File: config.mk
export PLATFORM = sky130hd
export DESIGN_NAME = flha_ram
export DESIGN_NICKNAME = d
export VERILOG_FILES = /design/src/flha_ram.sv
export SDC_FILE = /design/constraint.sdc
export NUM_CORES = 1
export LEC_CHECK = 0
export ABC_AREA = 1
export ABC_CLOCK_PERIOD_IN_PS = 1900
export BUFFER_PORTS_ARGS = -buffer_cell sky130_fd_sc_hd__buf_2
export CORE_UTILIZATION = 33
export CTS_CLUSTER_SIZE = 10
export DETAILED_ROUTE_END_ITERATION = 10
export GPL_TIMING_DRIVEN = 0
export SYNTH_ARGS = -nofsm -noshare
export SYNTH_HDL_FRONTEND = slang
export SYNTH_SLANG_ARGS = --single-unit
export TNS_END_PERCENT = 20
File: constraint.sdc
create_clock -name clk -period 1.9 [get_ports clk]
set_clock_uncertainty 0.2 [all_clocks]
set_input_delay 0 -clock clk [delete_from_list [all_inputs] [get_ports clk]]
set_output_delay 0 -clock clk [all_outputs]
set_load 0.01 [all_outputs]
File: src/flha_ram.sv
// generic single write port ram with registered read
module flha_ram #(
  parameter int WIDTH = 8,
  parameter int DEPTH = 16
) (
  input  logic                     clk,
  input  logic                     we,
  input  logic [$clog2(DEPTH)-1:0] waddr,
  input  logic [WIDTH-1:0]         wdata,
  input  logic [$clog2(DEPTH)-1:0] raddr,
  output logic [WIDTH-1:0]         rdata_r
);

  logic [WIDTH-1:0] mem_r [DEPTH];

  always_ff @(posedge clk) begin
    if (we) begin
      mem_r[waddr] <= wdata;
    end
    rdata_r <= mem_r[raddr];
  end

endmodule

### Word-level counts from Yosys, hierarchy flattened

Memory sizes are Yosys's and may differ from the RTL's. A register that Yosys moved wholly into a read port is not among the register bits.
Cells that the tools add are included.

| cells by class | value |
|---|---|
| multiplexer cells | 2 |

Operators by type and width:

| cell | number |
|---|---|
| 1-bit 2-to-1 mux | 2 |

| word-level totals | value |
|---|---|
| bits in writable memories | 128 |
| memories | 1 |
| word-level logic and storage cells | 3 |
| register bits after elaboration | 0 |

Memories:

| memory | depth | width | read ports | clocked after Yosys merged registers in | write ports | RTL line | source |
|---|---|---|---|---|---|---|---|
| mem_r | 16 | 8 | 1 | 1 | 1 | 14 | `logic [WIDTH-1:0] mem_r [DEPTH];` |

### Longest topological paths before layout

Gate-level depths: netlist of the first run.

| depth | value |
|---|---|
| depth in word-level cells | 2 |
| mapped depth | 8 |
| mapped depth without buffers | 7 |

### Least setup slack after synthesis of the first run

No wires, ideal clock.

| path | value |
|---|---|
| path kind | input to register |
| start | input waddr[2] |
| end | memory mem_r[10][0] (enable) |
| setup slack | 0.749 ns |
| stages | 2 |
| arrival time | 0.581 ns |
| path buffers | 0 |
| library setup time | 0.370 ns |
| cells stage by stage | nand3b_1 nor2_1 |

RTL lines:

| what | RTL line | source |
|---|---|---|
| start, declared | 8 | `input logic [$clog2(DEPTH)-1:0] waddr,` |
| end, declared | 14 |  |

No word-level cell before the write port.

==> impl_metrics.json, run 1 <==
{
  "clk_pin_slew_ns": 0.06,
  "dieArea_um2": 18000,
  "crit_type": "in2reg",
  "core_area_um2": 16800,
  "drtIter0Drc": 320,
  "finalSetupViolCount": 0,
  "cts_buffers": 17,
  "min_to": "mem_r[3][5]$_DFFE_PP_",
  "place_congestion": 0.875,
  "grt_start_max_net_pins": 17,
  "synth-seq-cells": 136,
  "status": "completed",
  "ys.flop_type": "edfxtp_1",
  "timing.fmax_mhz": 697,
  "cts_sinks": 136,
  "io_pins": 26,
  "ys_warn_count": 0,
  "nets": 621,
  "grt_pass1_wl_um": 21900,
  "clock_latency_ns": 0.42,
  "drive_gt1_share_pct": 12.7,
  "netlist.area_leader.share_pct": 66.7,
  "final_antenna_net_count": 0,
  "num_vias": 3890,
  "first_global_vias": 3829,
  "synth_area_um2": 5770,
  "crit_required_ns": 2.00,
  "clk_path_buf_depth": 2,
  "period_needed_ns": 1.44,
  "postRouteWirelength_um": 14100,
  "hold_class": "in2reg",
  "synth_area_leaders": "edfxtp_1 67%, nand2_1 11%, nand3_1 8.4%, inv_1 6.5%, dfxtp_1 2.8%",
  "async_flop_share_pct": 0,
  "holdWs_ns": 0.0187,
  "wl_per_cell_um": 16.9,
  "final_max_slew_viol_count": 0,
  "fin_area_um2": 6960,
  "avgViaCountPerCell": 4.65,
  "synth.most_common_cell": "nand2_1",
  "start_kind": "input port",
  "num_rows": 47,
  "whs_path_depth": 3,
  "max_cap_violations": 0,
  "synth_common_cells": "173 x nand2_1, 128 x edfxtp_1, 100 x inv_1, 97 x nand3_1, 17 x nor2_1",
  "slew_headroom_pct": 28.5,
  "area_delta_synth_final_pct": 20.7,
  "crit_fanout": 10,
  "ys_seq_area_share_pct": 69.4,
  "die_h_um": 134,
  "cts_resized": 0,
  "ir_drop_mv": 0.625,
  "powerDensity_nw_per_um2": 1110,
  "synth_fp_nets": 569,
  "cts_tree": "yes",
  "tightest_slew_ns": 1.07,
  "synth_edf_count": 128,
  "reg2reg_to": "rdata_r[3]$_DFF_P_",
  "dp_hpwl_um": 9130,
  "postPlaceCellArea_um2": 6150,
  "n_antenna_cell": 0,
  "antenna_found_initial": 0,
  "drcViolationCount": 0,
  "rsz0062_at_grt": "false",
  "timing.final.hold_violations": 0,
  "yosys.cell_types.count": 12,
  "start_util_pct": 34.3,
  "leakagePower_nw": 2.99,
  "root_buffer": "clkbuf_16",
  "overflow": 0,
  "avgSynthCellArea_um2": 10.5,
  "end_kind": "flip-flop",
  "cp.arrival_ns": 1.54,
  "htreeDepth": 4,
  "r2r_start": "mem_r[6][3]$_DFFE_PP_",
  "portBuffers": 22,
  "tns_ns": 0,
  "hold_start": "waddr[1]",
  "synthCells": 551,
  "die_x_um": 134,
  "dr.pass1.iters": 7,
  "r2r_setup_slack_ns": 0.66,
  "grt_util_all_layers_pct": 17.0,
  "ff2ff_path_depth": 6,
  "min_period_over_period_pct": 75.6,
  "synth_area_leader_cell": "edfxtp_1"
}
[area by class of cell]
type	instances	area, um2
Inverter	102	383
Tap cell	220	275
Timing Repair Buffer	33	220
Sequential cell	136	4000
Clock buffer	18	429
Clock inverter	14	267
Fill cell	1616	9860
Multi-Input combinational cell	289	1210
Buffer	24	166
[metal layers]
metal	GRT usage [%]	vias to the layer above	wire length, um
met1	22.3	1827	6270
met3	3.89	25	1000
li1	-	1879	-
met5	0	-	0
met4	7.99	0	293
met2	26.7	159	6550
[metrics by stage]
stage	total power, mW	setup WS [ns]	cells	util [%]
detailed placement	3.87	0.0964	793	36.6
global route	7.91	0.401	836	41.4
CTS	7.76	0.483	836	41.4
global placement	3.86	0.185	793	36.6
floorplan	3.68	0.749	551	-
finish	7.70	0.464	836	41.4
[how the worst max path moves through the flow]
stage / slack [ns] / cells past startpoint / end / startpoint
3_3_place_gp: 0.19 / 3 / mem_r[7][7]$_DFFE_PP_ / waddr[3]
2_1_floorplan: 0.75 / 2 / mem_r[10][0]$_DFFE_PP_ / waddr[2]
3_5_place_dp: 0.1 / 3 / mem_r[4][2]$_DFFE_PP_ / waddr[3]
5_1_grt: 0.40 / 7 / rdata_r[3]$_DFF_P_ / raddr[2]
4_1_cts: 0.48 / 7 / rdata_r[3]$_DFF_P_ / raddr[2]
6_report: 0.46 / 7 / rdata_r[3]$_DFF_P_ / raddr[2]
[kinds of logic after synthesis]
group                  after synthesis  share of synthesized area [%]
DFF                                136                           69.4
and+or+nand+nor                    289                           21.0
buffers and inverters              126                           9.52
[cell usage in the layout, fill, tap and decap left out, types with 2 or more instances in the layout]
master | synthesis | final
nand2_1 | 173 | 173
edfxtp_1 | 128 | 128
inv_1 | 100 | 100
nand3_1 | 97 | 97
buf_2 | 13 | 35
nor2_1 | 17 | 17
clkbuf_16 | 0 | 17
dlygate4sd3_1 | 0 | 11
dfxtp_1 | 8 | 8
bufinv_16 | 0 | 7
buf_6 | 6 | 6
buf_4 | 4 | 4
inv_6 | 0 | 4
inv_2 | 2 | 2
nand3b_1 | 2 | 2
[where the power goes]
part	switching (mW)	internal (mW)
Combinational	0.317	0.144
Clock	1.26	2.61
Sequential	0.0163	3.35
Total	1.60	6.11
[repair_timing]
action / CTS / global route
setup buffers: 0 / 0
hold endpoints to repair: 136 / 0
hold buffers: 11 / 0
[sequential cells by signal, summed over array words and instances (netlist names)]
| register | count |
|---|---|
| rdata_r | 8 |
| mem_r | 128 |
[critical path: stages]
cell and delay [ns]:
dlygate4sd3_1 0.54, buf_2 0.18, inv_1 0.23, buf_4 0.24
nand3_1 0.10, nand3_1 0.14, nand2_1 0.09
(Power assumes the default switching activity.)
==> run 2: changes to the inputs <==
- ABC_CLOCK_PERIOD_IN_PS: 1900 -> 1350
- clock period: 1.9 -> 1.35 ns (I/O delays scaled with it)
==> impl_metrics.json, run 2 (synthesis results as in run 1) <==
{
  "drtIter0Drc": 327,
  "fin_area_um2": 7010,
  "final_max_slew_viol_count": 0,
  "die_h_um": 134,
  "drcViolationCount": 0,
  "start_kind": "input port",
  "period_needed_ns": 1.34,
  "r2r_start": "mem_r[12][6]$_DFFE_PP_",
  "clock_latency_ns": 0.42,
  "final_common_cell": "nand2_1",
  "final_antenna_net_count": 0,
  "holdWs_ns": 0.000897,
  "fin_cells": 841,
  "postRouteWirelength_um": 14400,
  "area_delta_synth_final_pct": 21.6,
  "pre_cts_ws_ns": -0.454,
  "ir_drop_mv": 0.896,
  "start_util_pct": 34.3,
  "setup_slack_ns": 0.00920,
  "dieArea_um2": 18000,
  "ff_latch_area_um2": 4000,
  "cts_buffers": 17,
  "biggestRegsByFlops": "mem_r x128, rdata_r x8",
  "ff2ff_path_depth": 6,
  "crit_type": "in2reg",
  "clk_pin_slew_ns": 0.06,
  "internal_power_mw": 8.60,
  "place_congestion": 0.875,
  "placed_cells": 793,
  "r2r_setup_slack_ns": 0.10,
  "final_cell_mix": "173 x nand2_1, 128 x edfxtp_1, 100 x inv_1",
  "htreeDepth": 4,
  "power.share.combinational_pct": 6.1,
  "powerDensity_nw_per_um2": 1550,
  "grt.met2_usage_pct": 26.8,
  "crit_required_ns": 1.50,
  "clkPwrFrac_pct": 50.2,
  "switching_power_mw": 2.26,
  "finalSetupViolCount": 0,
  "min_period_over_period_pct": 99.3,
  "final_util_pct": 41.7,
  "tightest_slew_ns": 0.918,
  "slew_headroom_pct": 38.6,
  "dr.pass1.iters": 5,
  "top_usage_layer": "met2",
  "dp_hpwl_um": 9130,
  "timing.final.hold_violations": 0,
  "nets": 626,
  "reg2reg_to": "rdata_r[6]$_DFF_P_",
  "timing.fmax_mhz": 746,
  "multi_input_area_um2": 1220,
  "num_vias": 3957,
  "top_register": "mem_r",
  "n_antenna_cell": 0,
  "num_rows": 47,
  "grt_start_max_net_pins": 17,
  "tns_ns": 0,
  "crit_fanout": 10,
  "grt_util_all_layers_pct": 17.2,
  "wl_per_cell_um": 17.1,
  "power_mw": 10.9,
  "core_area_um2": 16800,
  "gr-usage-met3_pct": 4.04,
  "cts_tree": "yes",
  "drive_gt1_share_pct": 12.9,
  "antenna_found_initial": 0,
  "hold_class": "in2reg",
  "io_pins": 26,
  "root_buffer": "clkbuf_16",
  "first_global_vias": 3875,
  "cts_sinks": 136,
  "rsz0062_at_grt": "true",
  "whs_path_depth": 3,
  "postPlaceCellArea_um2": 6150,
  "largest_reg_flops": 128,
  "status": "completed",
  "hold_start": "waddr[2]",
  "end_kind": "flip-flop",
  "min_to": "mem_r[13][7]$_DFFE_PP_",
  "max_cap_violations": 0,
  "clk_path_buf_depth": 2,
  "overflow": 0,
  "grt_pass1_wl_um": 22300,
  "leakagePower_nw": 3.01,
  "seq_power_share_pct": 43.7,
  "avgViaCountPerCell": 4.71,
  "grtUsageMet1_pct": 22.5,
  "portBuffers": 22,
  "netSwitchingFraction_pct": 20.8,
  "die_x_um": 134,
  "n_fill_cell": 1615,
  "cp.arrival_ns": 1.49
}
run 2: layout make-up:
cell class | count | share of cell area (%)
sequential | 136 | 57.1
multi-input combinational | 289 | 17.4
clock buffer | 18 | 6.12
inverter | 102 | 5.46
tap | 220 | 3.93
timing repair buffer | 38 | 3.85
clock inverter | 14 | 3.80
buffer | 24 | 2.37
run 2: worst max-delay path by stage:
stage / start / to / slack (ns) / depth (start not counted)
CTS: raddr[1] / rdata_r[2]$_DFF_P_ / 0.03 / 8
detailed placement: waddr[3] / mem_r[4][2]$_DFFE_PP_ / -0.45 / 3
global route: waddr[3] / mem_r[5][3]$_DFFE_PP_ / -0.05 / 3
finish: raddr[1] / rdata_r[0]$_DFF_P_ / 0.009 / 8
global placement: waddr[3] / mem_r[7][7]$_DFFE_PP_ / -0.36 / 3
floorplan: waddr[2] / mem_r[10][0]$_DFFE_PP_ / 0.20 / 2
run 2: per-layer routing:
metal / share of wire (%) / vias to the layer above / wire length [um]
met2: 46 / 199 / 6580
li1: - / 1889 / -
met4: 2.9 / 0 / 416
met3: 7.5 / 32 / 1080
met1: 44 / 1837 / 6280
met5: 0 / - / 0
run 2: power groups by stage:
stage / registers [mW] / logic, mW / clock network, mW
global placement: 4.83 / 0.606 / 0
global route: 4.75 / 0.725 / 5.68
CTS: 4.74 / 0.661 / 5.53
detailed placement: 4.83 / 0.617 / 0
floorplan: 4.84 / 0.333 / 0
finish: 4.74 / 0.667 / 5.45
run 2: timing repair:
item / in CTS / in global routing
endpoints found under the hold margin: 136 / 0
gates resized for setup: 1 / 1
hold buffers: 16 / 0
setup endpoints to repair: 6 / 35
setup buffers: 0 / 0
run 2: worst max-delay path: stages:
cell	delay (ns)
dlygate4sd3_1	0.53
buf_2	0.16
inv_2	0.10
buf_2	0.25
nand3_1	0.11
nand3_1	0.08
nand3_1	0.12
nand2_1	0.14
